File: src/rtl/kuwahara_filter_unit_defines.svh
// assertion macros used by kuwahara_filter_unit
`ifndef KUWAHARA_FILTER_UNIT_DEFINES_SVH
`define KUWAHARA_FILTER_UNIT_DEFINES_SVH

// same-cycle implication, reset masks the check
`define KFU_ASSERT_NOW(lbl, ante, cons, msg) \
  lbl: assert property (@(posedge clk_i) disable iff (!rst_ni) (ante) |-> (cons)) \
    else $error(msg);

// next-cycle implication
`define KFU_ASSERT_NXT(lbl, ante, cons, msg) \
  lbl: assert property (@(posedge clk_i) disable iff (!rst_ni) (ante) |=> (cons)) \
    else $error(msg);

`endif

File: src/rtl/kff_pkg.sv
package kff_pkg;

  localparam int DEF_FRAME_SIDE = 128;
  localparam int DEF_MAX_WINDOW = 15;

  localparam int WIN_W   = 4;
  localparam int PIX_W   = 8;
  localparam int COORD_W = 7;

  localparam logic [WIN_W-1:0] WIN_RESET = 4'd5;

  localparam logic MODE_WRITE = 1'b0;
  localparam logic MODE_READ  = 1'b1;

  // quadrant order: bottom-right, top-right, bottom-left, top-left
  localparam logic [3:0] QUAD_SEL_Y = 4'b0101;
  localparam logic [3:0] QUAD_SEL_X = 4'b0011;

  // tag that travels with each frame read
  typedef struct packed {
    logic vld;
    logic first;
    logic last;
    logic final_q;
  } rd_tag_t;

endpackage

File: src/rtl/kff_div.sv
module kff_div #(
  parameter int MaxWindow = kff_pkg::DEF_MAX_WINDOW,
  localparam int WMAX = (MaxWindow < 15) ? MaxWindow : 15,
  localparam int QMAX = ((WMAX + 1) / 2 < 1) ? 1 : (WMAX + 1) / 2,
  localparam int NMAX = QMAX * QMAX,
  localparam int NW   = $clog2(NMAX + 1),
  localparam int SW   = $clog2(NMAX * 255 + 1)
) (
  input  logic          clk_i,
  input  logic          rst_ni,
  input  logic          start_i,
  input  logic [SW-1:0] dividend_i,
  input  logic [NW-1:0] divisor_i,
  output logic [SW-1:0] quotient_o,
  output logic          done_o
);

  localparam int CNTW = $clog2(SW + 1);

  logic [SW-1:0]   dvd_q;
  logic [NW-1:0]   rem_q;
  logic [NW-1:0]   dsr_q;
  logic [CNTW-1:0] cnt_q;
  logic            run_q, done_q;
  logic [NW:0]     rem_sh, rem_sub;
  logic            qbit;

  // restoring division, one quotient bit per cycle
  always_comb begin
    rem_sh  = {rem_q, dvd_q[SW-1]};
    qbit    = rem_sh >= {1'b0, dsr_q};
    rem_sub = qbit ? rem_sh - {1'b0, dsr_q} : rem_sh;
  end

  always_ff @(posedge clk_i or negedge rst_ni) begin
    if (!rst_ni) begin
      run_q  <= 1'b0;
      done_q <= 1'b0;
      cnt_q  <= '0;
    end else begin
      done_q <= !start_i && run_q && (cnt_q == CNTW'(1));
      if (start_i) begin
        run_q <= 1'b1;
        cnt_q <= CNTW'(SW);
      end else if (run_q) begin
        cnt_q <= cnt_q - 1'b1;
        if (cnt_q == CNTW'(1)) begin
          run_q <= 1'b0;
        end
      end
    end
  end

  always_ff @(posedge clk_i) begin
    if (start_i) begin
      dvd_q <= dividend_i;
      rem_q <= '0;
      dsr_q <= divisor_i;
    end else if (run_q) begin
      dvd_q <= {dvd_q[SW-2:0], qbit};
      rem_q <= rem_sub[NW-1:0];
    end
  end

  assign quotient_o = dvd_q;
  assign done_o     = done_q;

endmodule

File: config.mk
export PLATFORM = sky130hd
export DESIGN_NAME = kff_div
export DESIGN_NICKNAME = d
export VERILOG_FILES = /design/src/rtl/kuwahara_filter_unit_defines.svh /design/src/rtl/kff_pkg.sv /design/src/rtl/kff_div.sv
export SDC_FILE = /design/constraint.sdc
export NUM_CORES = 1
export LEC_CHECK = 0
export CAP_MARGIN = 20
export CELL_PAD_IN_SITES_DETAIL_PLACEMENT = 0
export CELL_PAD_IN_SITES_GLOBAL_PLACEMENT = 1
export CORE_MARGIN = 1.5
export CORE_UTILIZATION = 45
export CTS_CLUSTER_DIAMETER = 150
export DETAILED_ROUTE_END_ITERATION = 10
export DONT_BUFFER_PORTS = 1
export GPL_TIMING_DRIVEN = 1
export PLACE_DENSITY = 0.81
export SYNTH_ARGS = -nofsm -noshare
export SYNTH_HDL_FRONTEND = slang
export SYNTH_SLANG_ARGS = --single-unit
File: constraint.sdc
create_clock -name clk_i -period 2.7 [get_ports clk_i]
set_input_delay 0.27 -clock clk_i [delete_from_list [all_inputs] [get_ports clk_i]]
set_output_delay 0.27 -clock clk_i [all_outputs]
set_load 0.05 [all_outputs]
==> impl_metrics.env <==
export IMPL_peakVddDrop_v=0.000638
export IMPL_finalSetupTns_ps=0
export IMPL_arrival_ps=2550
export IMPL_critPathKind="flip-flop to flip-flop"
export IMPL_max_clock_path_buffers=2
export IMPL_period_share=0.868
export IMPL_status="complete, no violations"
export IMPL_syn_nets=201
export IMPL_fmax_mhz=427
export IMPL_crit_chain="inv_1 -> ha_1 -> fa_1 -> nand2b_2 -> a211o_1 -> and3_1 -> a311oi_2"
export IMPL_cts_tree="built"
export IMPL_antenna_found_initial=0
export IMPL_period_needed_ps=2340
export IMPL_final_antenna_net_count=0
export IMPL_drc=0
export IMPL_dr_pass1_iters=4
export IMPL_dp_cells=210
export IMPL_hold_buffers=1
export IMPL_die_h_um=68.0
export IMPL_synth_top_area_share=0.332
export IMPL_min_delay_path_class="input port to flip-flop"
export IMPL_diodes=0
export IMPL_p_leak_nw=0.791
export IMPL_powerDensity_nw_per_um2=911
export IMPL_slowest_delay_ps=390
export IMPL_io_pins=39
export IMPL_core_area_um2=4030
export IMPL_clk_pin_slew_ps=70
export IMPL_initial_core_util=0.472
export IMPL_clkSinkCount=34
export IMPL_worst_slew_pin_slew_ps=584
export IMPL_grt_pass1_vias=1200
export IMPL_netlist_top_cells_count="edfxtp_1, inv_1, mux2_1"
export IMPL_grt_pass1_wl_mm=5.67
export IMPL_crit_path_end_kind="flip-flop"
export IMPL_root_buffer="clkbuf_8"
export IMPL_ys_async_sr_fraction=0.176
export IMPL_wl_mm=3.34
export IMPL_synth_seq_area_share=0.485
export IMPL_setup_viol=0
export IMPL_vias=1243
export IMPL_synthTopCellsByArea="edfxtp_1, dfrtp_1, mux2_1, dfxtp_1, ha_1"
export IMPL_cp_buffers_inverters=1
export IMPL_syn_instance_count=167
export IMPL_synth_edff_count=21
export IMPL_gp_congestion=0.770
export IMPL_skew_ps=3.42
export IMPL_avgViaCountPerCell=5.68
export IMPL_fin_area_um2=2030
export IMPL_cp_start_kind="flip-flop"
export IMPL_postCtsSetupBuffers=0
export IMPL_rsz0062_at_grt="no"
export IMPL_synth_seq_cells=34
export IMPL_dp_hpwl_mm=2.47
export IMPL_finalHoldViolCount=0
export IMPL_crit_family="compound AO/OA/AOI/OAI gates"
export IMPL_die_x_um=68.0
export IMPL_min_delay_start="start_i"
export IMPL_max_cap_viol_count=0
export IMPL_critPathSlowestCell="fa_1"
export IMPL_mappedNetlistArea_um2=1900
export IMPL_io_buffers=0
export IMPL_drtIter0Drc=54
export IMPL_cp_max_fo=9
export IMPL_cts_resized=0
export IMPL_cp_required_ps=2900
export IMPL_grt_total_usage=0.168
export IMPL_stdcell_count=219
export IMPL_synth_most_common_cell="edfxtp_1"
export IMPL_htree_levels=2
export IMPL_grt_ovfl_total=0
export IMPL_layout_drive_gt1_share=0.101
export IMPL_setup_ws_ps=356
export IMPL_placed_area_um2=1930
export IMPL_r2r_start="quotient_o[13]"
export IMPL_synthFlopType="edfxtp_1"
export IMPL_critPathLaunch="quotient_o[13]"
export IMPL_synth_avg_cell_area_um2=11.4
export IMPL_cts_buffers=5
export IMPL_grt_max_degree=42
export IMPL_slew_headroom=0.610
export IMPL_dieArea_um2=4620
export IMPL_synth_cell_types=49
export IMPL_post_place_ws_ps=368
export IMPL_insertion_delay_ps=290
export IMPL_syn_to_final_growth_pct=6.65
export IMPL_yosys_warnings=0
export IMPL_drv_slew=0
export IMPL_rrSetupSlack_ps=360
export IMPL_final_net_count=202
export IMPL_wl_per_cell_um=15.2
export IMPL_num_rows=23
export IMPL_synth_top_area_cell="edfxtp_1"
[path summary, 6_finish.rpt]
path | cells past startpoint | end
min in group asynchronous | 1 | cnt_q[1]
worst min-delay path | 1 | cnt_q[0]
worst min register to register | 2 | rem_q[2]
max in group asynchronous | 1 | run_q
worst max-delay path | 7 | rem_q[0]
worst max register to register | 7 | rem_q[0]
[cell families (layout without fill, tap and decap cells)]
family	Yosys count	count (layout)	synth area share
simple gates	46	46	0.136
xor+xnor	5	5	0.0230
mux	14	14	0.0823
flops	34	34	0.485
fa+ha+maj	10	10	0.0698
buf+inv	24	26	0.0560
compound gates	34	34	0.149
[stage by stage]
stage / hold slack, ps / total power, mW / util
after CTS: 38.9 / 1.86 / 0.503
final: 62.9 / 1.85 / 0.503
after detailed placement: -25.4 / 1.49 / 0.480
after global routing: 49.5 / 1.96 / 0.503
after floorplan: -25.6 / 1.38 / -
after global placement: -25.4 / 1.47 / 0.480
[power breakdown]
group	switching, mW	internal, mW	total (mW)	leakage (nW)
logic	0.352	0.302	0.654	0.410
clock network	0.187	0.176	0.363	0.0416
registers	0.172	0.656	0.828	0.340
[layout make-up]
type | count | area [µm²]
clock buffer | 5 | 68.8
clock inverter | 3 | 16.3
fill | 371 | 2000
inverter | 14 | 52.6
sequential | 34 | 921
tap | 50 | 62.6
multi-input combinational | 109 | 873
timing repair buffer | 4 | 32.5
[flip-flops by register name (all words and copies together), names as in the netlist]
name        count
cnt_q           4
done_o          1
dsr_q           7
quotient_o     14
rem_q           7
run_q           1
[cells in the final DEF, fill, tap and decap left out, types with 2 or more instances in the layout]
cell type / count
edfxtp_1: 21
inv_1: 14
mux2_1: 13
nor2_1: 10
ha_1: 9
nand2_1: 8
dfxtp_1: 7
nor3b_1: 6
dfrtp_1: 6
nand2b_1: 5
clkbuf_8: 5
xnor2_1: 4
a41oi_1: 4
a21o_1: 3
or2_1: 3
o21bai_1: 3
o21ai_1: 3
buf_4: 3
nand3_1: 2
nand4_1: 2
and3_1: 2
a21oi_1: 2
o31ai_2: 2
nor2b_1: 2
a311oi_2: 2
o21ai_0: 2
a211oi_1: 2
[layer usage]
| layer | vias up | GRT usage | part of all wire |
|---|---|---|---|
| met5 | - | 0 | 0 |
| met4 | 0 | 0.0650 | 0.020 |
| met3 | 8 | 0.0592 | 0.045 |
| met2 | 32 | 0.258 | 0.47 |
| met1 | 592 | 0.217 | 0.46 |
| li1 | 611 | - | - |
(Power assumes the default switching activity.)
