## src/rtl/kuwahara_filter_unit_defines.svh

```systemverilog
// assertion macros used by kuwahara_filter_unit
`ifndef KUWAHARA_FILTER_UNIT_DEFINES_SVH
`define KUWAHARA_FILTER_UNIT_DEFINES_SVH

// same-cycle implication, reset masks the check
`define KFU_ASSERT_NOW(lbl, ante, cons, msg) \
  lbl: assert property (@(posedge clk_i) disable iff (!rst_ni) (ante) |-> (cons)) \
    else $error(msg);

// next-cycle implication
`define KFU_ASSERT_NXT(lbl, ante, cons, msg) \
  lbl: assert property (@(posedge clk_i) disable iff (!rst_ni) (ante) |=> (cons)) \
    else $error(msg);

`endif

```

## src/rtl/kff_pkg.sv

```systemverilog
package kff_pkg;

  localparam int DEF_FRAME_SIDE = 128;
  localparam int DEF_MAX_WINDOW = 15;

  localparam int WIN_W   = 4;
  localparam int PIX_W   = 8;
  localparam int COORD_W = 7;

  localparam logic [WIN_W-1:0] WIN_RESET = 4'd5;

  localparam logic MODE_WRITE = 1'b0;
  localparam logic MODE_READ  = 1'b1;

  // quadrant order: bottom-right, top-right, bottom-left, top-left
  localparam logic [3:0] QUAD_SEL_Y = 4'b0101;
  localparam logic [3:0] QUAD_SEL_X = 4'b0011;

  // tag that travels with each frame read
  typedef struct packed {
    logic vld;
    logic first;
    logic last;
    logic final_q;
  } rd_tag_t;

endpackage

```

## src/rtl/kff_stats.sv

```systemverilog
module kff_stats #(
  parameter int MaxWindow = kff_pkg::DEF_MAX_WINDOW,
  localparam int WMAX = (MaxWindow < 15) ? MaxWindow : 15,
  localparam int QMAX = ((WMAX + 1) / 2 < 1) ? 1 : (WMAX + 1) / 2,
  localparam int NMAX = QMAX * QMAX,
  localparam int NW   = $clog2(NMAX + 1),
  localparam int SW   = $clog2(NMAX * 255 + 1)
) (
  input  logic                    clk_i,
  input  logic                    rst_ni,
  input  kff_pkg::rd_tag_t        tag_i,
  input  logic [7:0]              pix_i,
  input  logic [NW-1:0]           n_i,
  output logic [SW-1:0]           best_sum_o,
  output logic                    done_o
);

  localparam int SSW  = $clog2(NMAX * 65025 + 1);
  localparam int P1W  = NW + SSW;
  localparam int P2W  = 2 * SW;
  localparam int VW   = (P1W > P2W) ? P1W : P2W;

  logic [SW-1:0]  acc_s_q, acc_s_d, s_now;
  logic [SSW-1:0] acc_ss_q, acc_ss_d, ss_now;
  logic [SW-1:0]  fin_s_q;
  logic [SSW-1:0] fin_ss_q;
  logic           fin_vld_q, fin_first_q, fin_final_q;
  logic [P1W-1:0] p1_q;
  logic [P2W-1:0] p2_q;
  logic [SW-1:0]  sb_q;
  logic           b_vld_q, b_first_q, b_final_q;
  logic [VW-1:0]  var_c, best_var_q;
  logic [SW-1:0]  best_s_q;
  logic           done_q;

  // accumulate
  always_comb begin
    s_now    = acc_s_q + SW'(pix_i);
    ss_now   = acc_ss_q + SSW'(pix_i) * SSW'(pix_i);
    acc_s_d  = acc_s_q;
    acc_ss_d = acc_ss_q;
    if (tag_i.vld) begin
      acc_s_d  = tag_i.last ? '0 : s_now;
      acc_ss_d = tag_i.last ? '0 : ss_now;
    end
  end

  always_ff @(posedge clk_i or negedge rst_ni) begin
    if (!rst_ni) begin
      acc_s_q     <= '0;
      acc_ss_q    <= '0;
      fin_vld_q   <= 1'b0;
      fin_first_q <= 1'b0;
      fin_final_q <= 1'b0;
      b_vld_q     <= 1'b0;
      b_first_q   <= 1'b0;
      b_final_q   <= 1'b0;
      done_q      <= 1'b0;
    end else begin
      acc_s_q     <= acc_s_d;
      acc_ss_q    <= acc_ss_d;
      fin_vld_q   <= tag_i.vld & tag_i.last;
      fin_first_q <= tag_i.first;
      fin_final_q <= tag_i.final_q;
      b_vld_q     <= fin_vld_q;
      b_first_q   <= fin_first_q;
      b_final_q   <= fin_final_q;
      done_q      <= b_vld_q & b_final_q;
    end
  end

  // payload stages
  assign var_c = VW'(p1_q) - VW'(p2_q);

  always_ff @(posedge clk_i) begin
    if (tag_i.vld && tag_i.last) begin
      fin_s_q  <= s_now;
      fin_ss_q <= ss_now;
    end
    p1_q <= P1W'(n_i) * P1W'(fin_ss_q);
    p2_q <= P2W'(fin_s_q) * P2W'(fin_s_q);
    sb_q <= fin_s_q;
    // the earliest quadrant wins ties
    if (b_vld_q && (b_first_q || var_c < best_var_q)) begin
      best_var_q <= var_c;
      best_s_q   <= sb_q;
    end
  end

  assign best_sum_o = best_s_q;
  assign done_o     = done_q;

endmodule

```

## config.mk

```make
export PLATFORM = sky130hd
export DESIGN_NAME = kff_stats
export DESIGN_NICKNAME = d
export VERILOG_FILES = /design/src/rtl/kuwahara_filter_unit_defines.svh /design/src/rtl/kff_pkg.sv /design/src/rtl/kff_stats.sv
export SDC_FILE = /design/constraint.sdc
export NUM_CORES = 1
export LEC_CHECK = 0
export ABC_AREA = 1
export ABC_CLOCK_PERIOD_IN_PS = 14990
export BUFFER_PORTS_ARGS = -buffer_cell sky130_fd_sc_hd__buf_2
export CAP_MARGIN = 20
export CORE_AREA = 4 4 178 224
export CTS_CLUSTER_DIAMETER = 40
export CTS_CLUSTER_SIZE = 40
export DETAILED_ROUTE_END_ITERATION = 6
export DIE_AREA = 0 0 182 228
export PLACE_DENSITY = 0.76
export SLEW_MARGIN = 20
export SYNTH_ARGS = -nofsm -noshare
export SYNTH_HDL_FRONTEND = slang
export SYNTH_SLANG_ARGS = --single-unit
export TNS_END_PERCENT = 5
```

## constraint.sdc

```tcl
create_clock -name clk_i -period 14.99 [get_ports clk_i]
set_clock_uncertainty 0.2 [all_clocks]
set_input_delay 0.7495 -clock clk_i [delete_from_list [all_inputs] [get_ports clk_i]]
set_output_delay 0.7495 -clock clk_i [all_outputs]
set_load 0.01 [all_outputs]
```

==> summary.txt <==
Placed design
  • Dpl hpwl: roughly 44 mm
  • Placed cell count: around 3400
  • GPL Wtd Cong: a little under 1
  • Input/output buffers: 35

Die
  • Site row count: 80
  • Die area: just over 40000 µm²
  • Core Area: ~38000 µm²
  • Initial Util: 0.594
  • I/O pin cnt: 36
  • Die X: ~180 µm
  • Die H: 228 µm

Setup path
  • Most used cell, CP: inv_1
  • Setup Crit Path Kind: reg -> reg
  • Slowest stage cell, crit path: edfxtp_1
  • CP arrival: 5.91 ns
  • Largest stage delay, worst path: ~0.70 ns
  • CP Capture Type: flip-flop
  • Startpoint type of the worst setup path: flip-flop
  • Max FO, Critical Path: 15
  • Critical Path RT: 15.16 ns

Synth
  • Synth area leaders: fa_1 (22%), ha_1 (14%), nand2_1 (14%), inv_1 (12%), edfxtp_1 (11%)
  • Yosys Warn Count: 0
  • Cell taking the most area after synthesis: fa_1
  • Avg Inst Size Synth: between 7 and 8 µm²
  • Syn nets: approximately 3400
  • Share of the synthesized area in the top cell type: 0.225
  • Sequential element share of the synthesized area: 0.215
  • Synth Register Bits: 191
  • Synthesized cell area: 22400 µm²
  • Unique masters post-synth: 40
  • Synth Instances: around 2900

Final layout
  • Cell Count, Final, Fillers Out: around 3400
  • Area delta synth->final: 5.89%
  • Fill count: between 3000 and 4000
  • Layout Utilization: 0.630
  • Commonest cells after routing, fill and taps aside: nand2_1 (816), inv_1 (688), fa_1 (252)
  • Commonest non-fill, non-tap cell in the layout: nand2_1
  • Antenna diode count: 0
  • Layout cells sized above 1: 0.0384
  • Final net count: about 3400

GRT
  • Total global routing overflow: 0
  • Gr usage total: 0.264
  • First-pass GRT wire length: 89.7 mm
  • Initial antenna violation count: 2
  • Largest net degree at the start of global routing: 44
  • Vias in the first global route: between 15000 and 20000

Timing
  • Hold WS: 0.0915 ns
  • Unrepaired setup endpoints after global routing: no
  • Worst Tran Pin Value: 0.682 ns
  • Fmax: 174 MHz
  • Setup tns final: 0 ns
  • Tmin final: around 5.7 ns
  • Slew HR: 0.546
  • Number of max-slew violations in the final report: 0
  • Final setup fails: 0
  • Final Hold Vio Count: 0
  • Tcrit/Tclk final: 0.383

Run status
  • Status: completed

Route
  • Final wirelength: around 53 mm
  • TritonRoute pass-1 iters: 6
  • WL/cell: 15.6 µm
  • Remaining DRCs: 0
  • Routed Antenna Nets: 0
  • Via Count: about 18000
  • DRT iter0 DRCs: about 1100
  • Vias per cell: about 5.3

Flow run
  • Max_cap viols: 0

CTS
  • Sink Count: around 190
  • Htree depth: 4
  • Root buffer cell: clkbuf_16
  • CTS tree: yes
  • Hold buffers post-CTS: 0
  • Worst-case clock buffer depth: 2
  • TritonCTS Buffers: 17
  • Clock Pin Slew Worst Setup and Hold Paths: around 0.080 ns
  • Post-CTS Setup Inserts: 0
  • Post-CTS sizing: 0
  • Worst-Skew Late Latency: about 0.46 ns

Worst hold path
  • Worst hold path type: in -> async
-- flip-flops by register name, summed over array words and instances, names as in the netlist, 14 cells and up --
register    count
best_sum_o     14
sb_q           14
fin_s_q        14
fin_ss_q       22
acc_s_q        14
acc_ss_q       22
p1_q           29
best_var_q     29
p2_q           26
-- synth_stat cells --
library cell / number
nand2_1: 816
inv_1: 688
fa_1: 252
ha_1: 247
nor2_1: 120
a21oi_1: 117
nand3_1: 111
edfxtp_1: 79
dfxtp_1: 69
o21ai_0: 60
xor2_1: 51
dfrtp_1: 43
clkbuf_1: 41
nand4_1: 37
and2_1: 22
xnor2_1: 19
nor3_1: 16
o21bai_1: 14
nor2_2: 12
nand3b_1: 11
nor3_2: 7
o21ai_1: 7
a21o_1: 6
a22o_1: 6
nand2_2: 6
o21a_1: 4
or2_2: 4
inv_2: 3
or2_1: 3
a21boi_0: 2
nand3_2: 2
o21ai_2: 2
a21oi_2: 1
and2_0: 1
and2_4: 1
nand3b_2: 1
nand3b_4: 1
nor2b_1: 1
o31ai_1: 1
or2_0: 1
-- routing by layer --
layer / wire length [µm] / track usage / vias to the layer above / part of all wire
met5: 13 / 0 / - / 0.00024
met3: 1950 / 0.0250 / 111 / 0.037
met2: 28400 / 0.495 / 479 / 0.53
met4: 2110 / 0.100 / 2 / 0.040
met1: 20600 / 0.308 / 8708 / 0.39
li1: - / - / 8801 / -
-- layout make-up --
cell class                 instances  area (µm²)  area share
clock buffer                      18         450      0.0190
clock inverter                    14         195     0.00822
inverter                         691        2590       0.109
multi-input combinational       1962       14900       0.626
sequential                       191        4830       0.203
tap                              492         616      0.0259
timing repair buffer              38         200     0.00843
-- through the flow --
step                      instance area (µm²)  worst slack [ns]
final                                   23800              9.25
after global routing                    23800              8.84
after CTS                               23800              9.23
after detailed placement                23100              9.31
after global placement                  23100              9.41
after floorplan                         22400              9.67
-- worst max-delay path, delay by kind of cell, from the launching register on --
family,cells,cell delay (ns)
buf+inv,8,0.49
flops,1,0.70
simple gates,8,1.06
compound gates,2,0.19
fa+ha+maj,7,3.00
-- final timing paths --
path,from,end,slack [ns],cells after the start
worst max-delay path,fin_s_q[5],p2_q[25],9.25,25
worst min-delay path,rst_ni,acc_s_q[11],0.09,1
worst max register to register,fin_s_q[5],p2_q[25],9.25,25
worst min register to register,fin_vld_q,b_vld_q,0.16,0
max in group asynchronous,rst_ni,acc_ss_q[1],14.07,1
min in group clk_i,fin_vld_q,b_vld_q,0.16,0
-- cell families after synthesis --
family	share of synthesized area
AND/OR/NAND/NOR	0.219
buffers and inverters	0.122
adder cells (fa/ha/maj)	0.363
AO/OA/AOI/OAI	0.0536
flip-flops	0.215
XOR/XNOR	0.0273
Power is not shown: default switching activity piles up to over one toggle a cycle in this logic, so the estimate is an artifact.
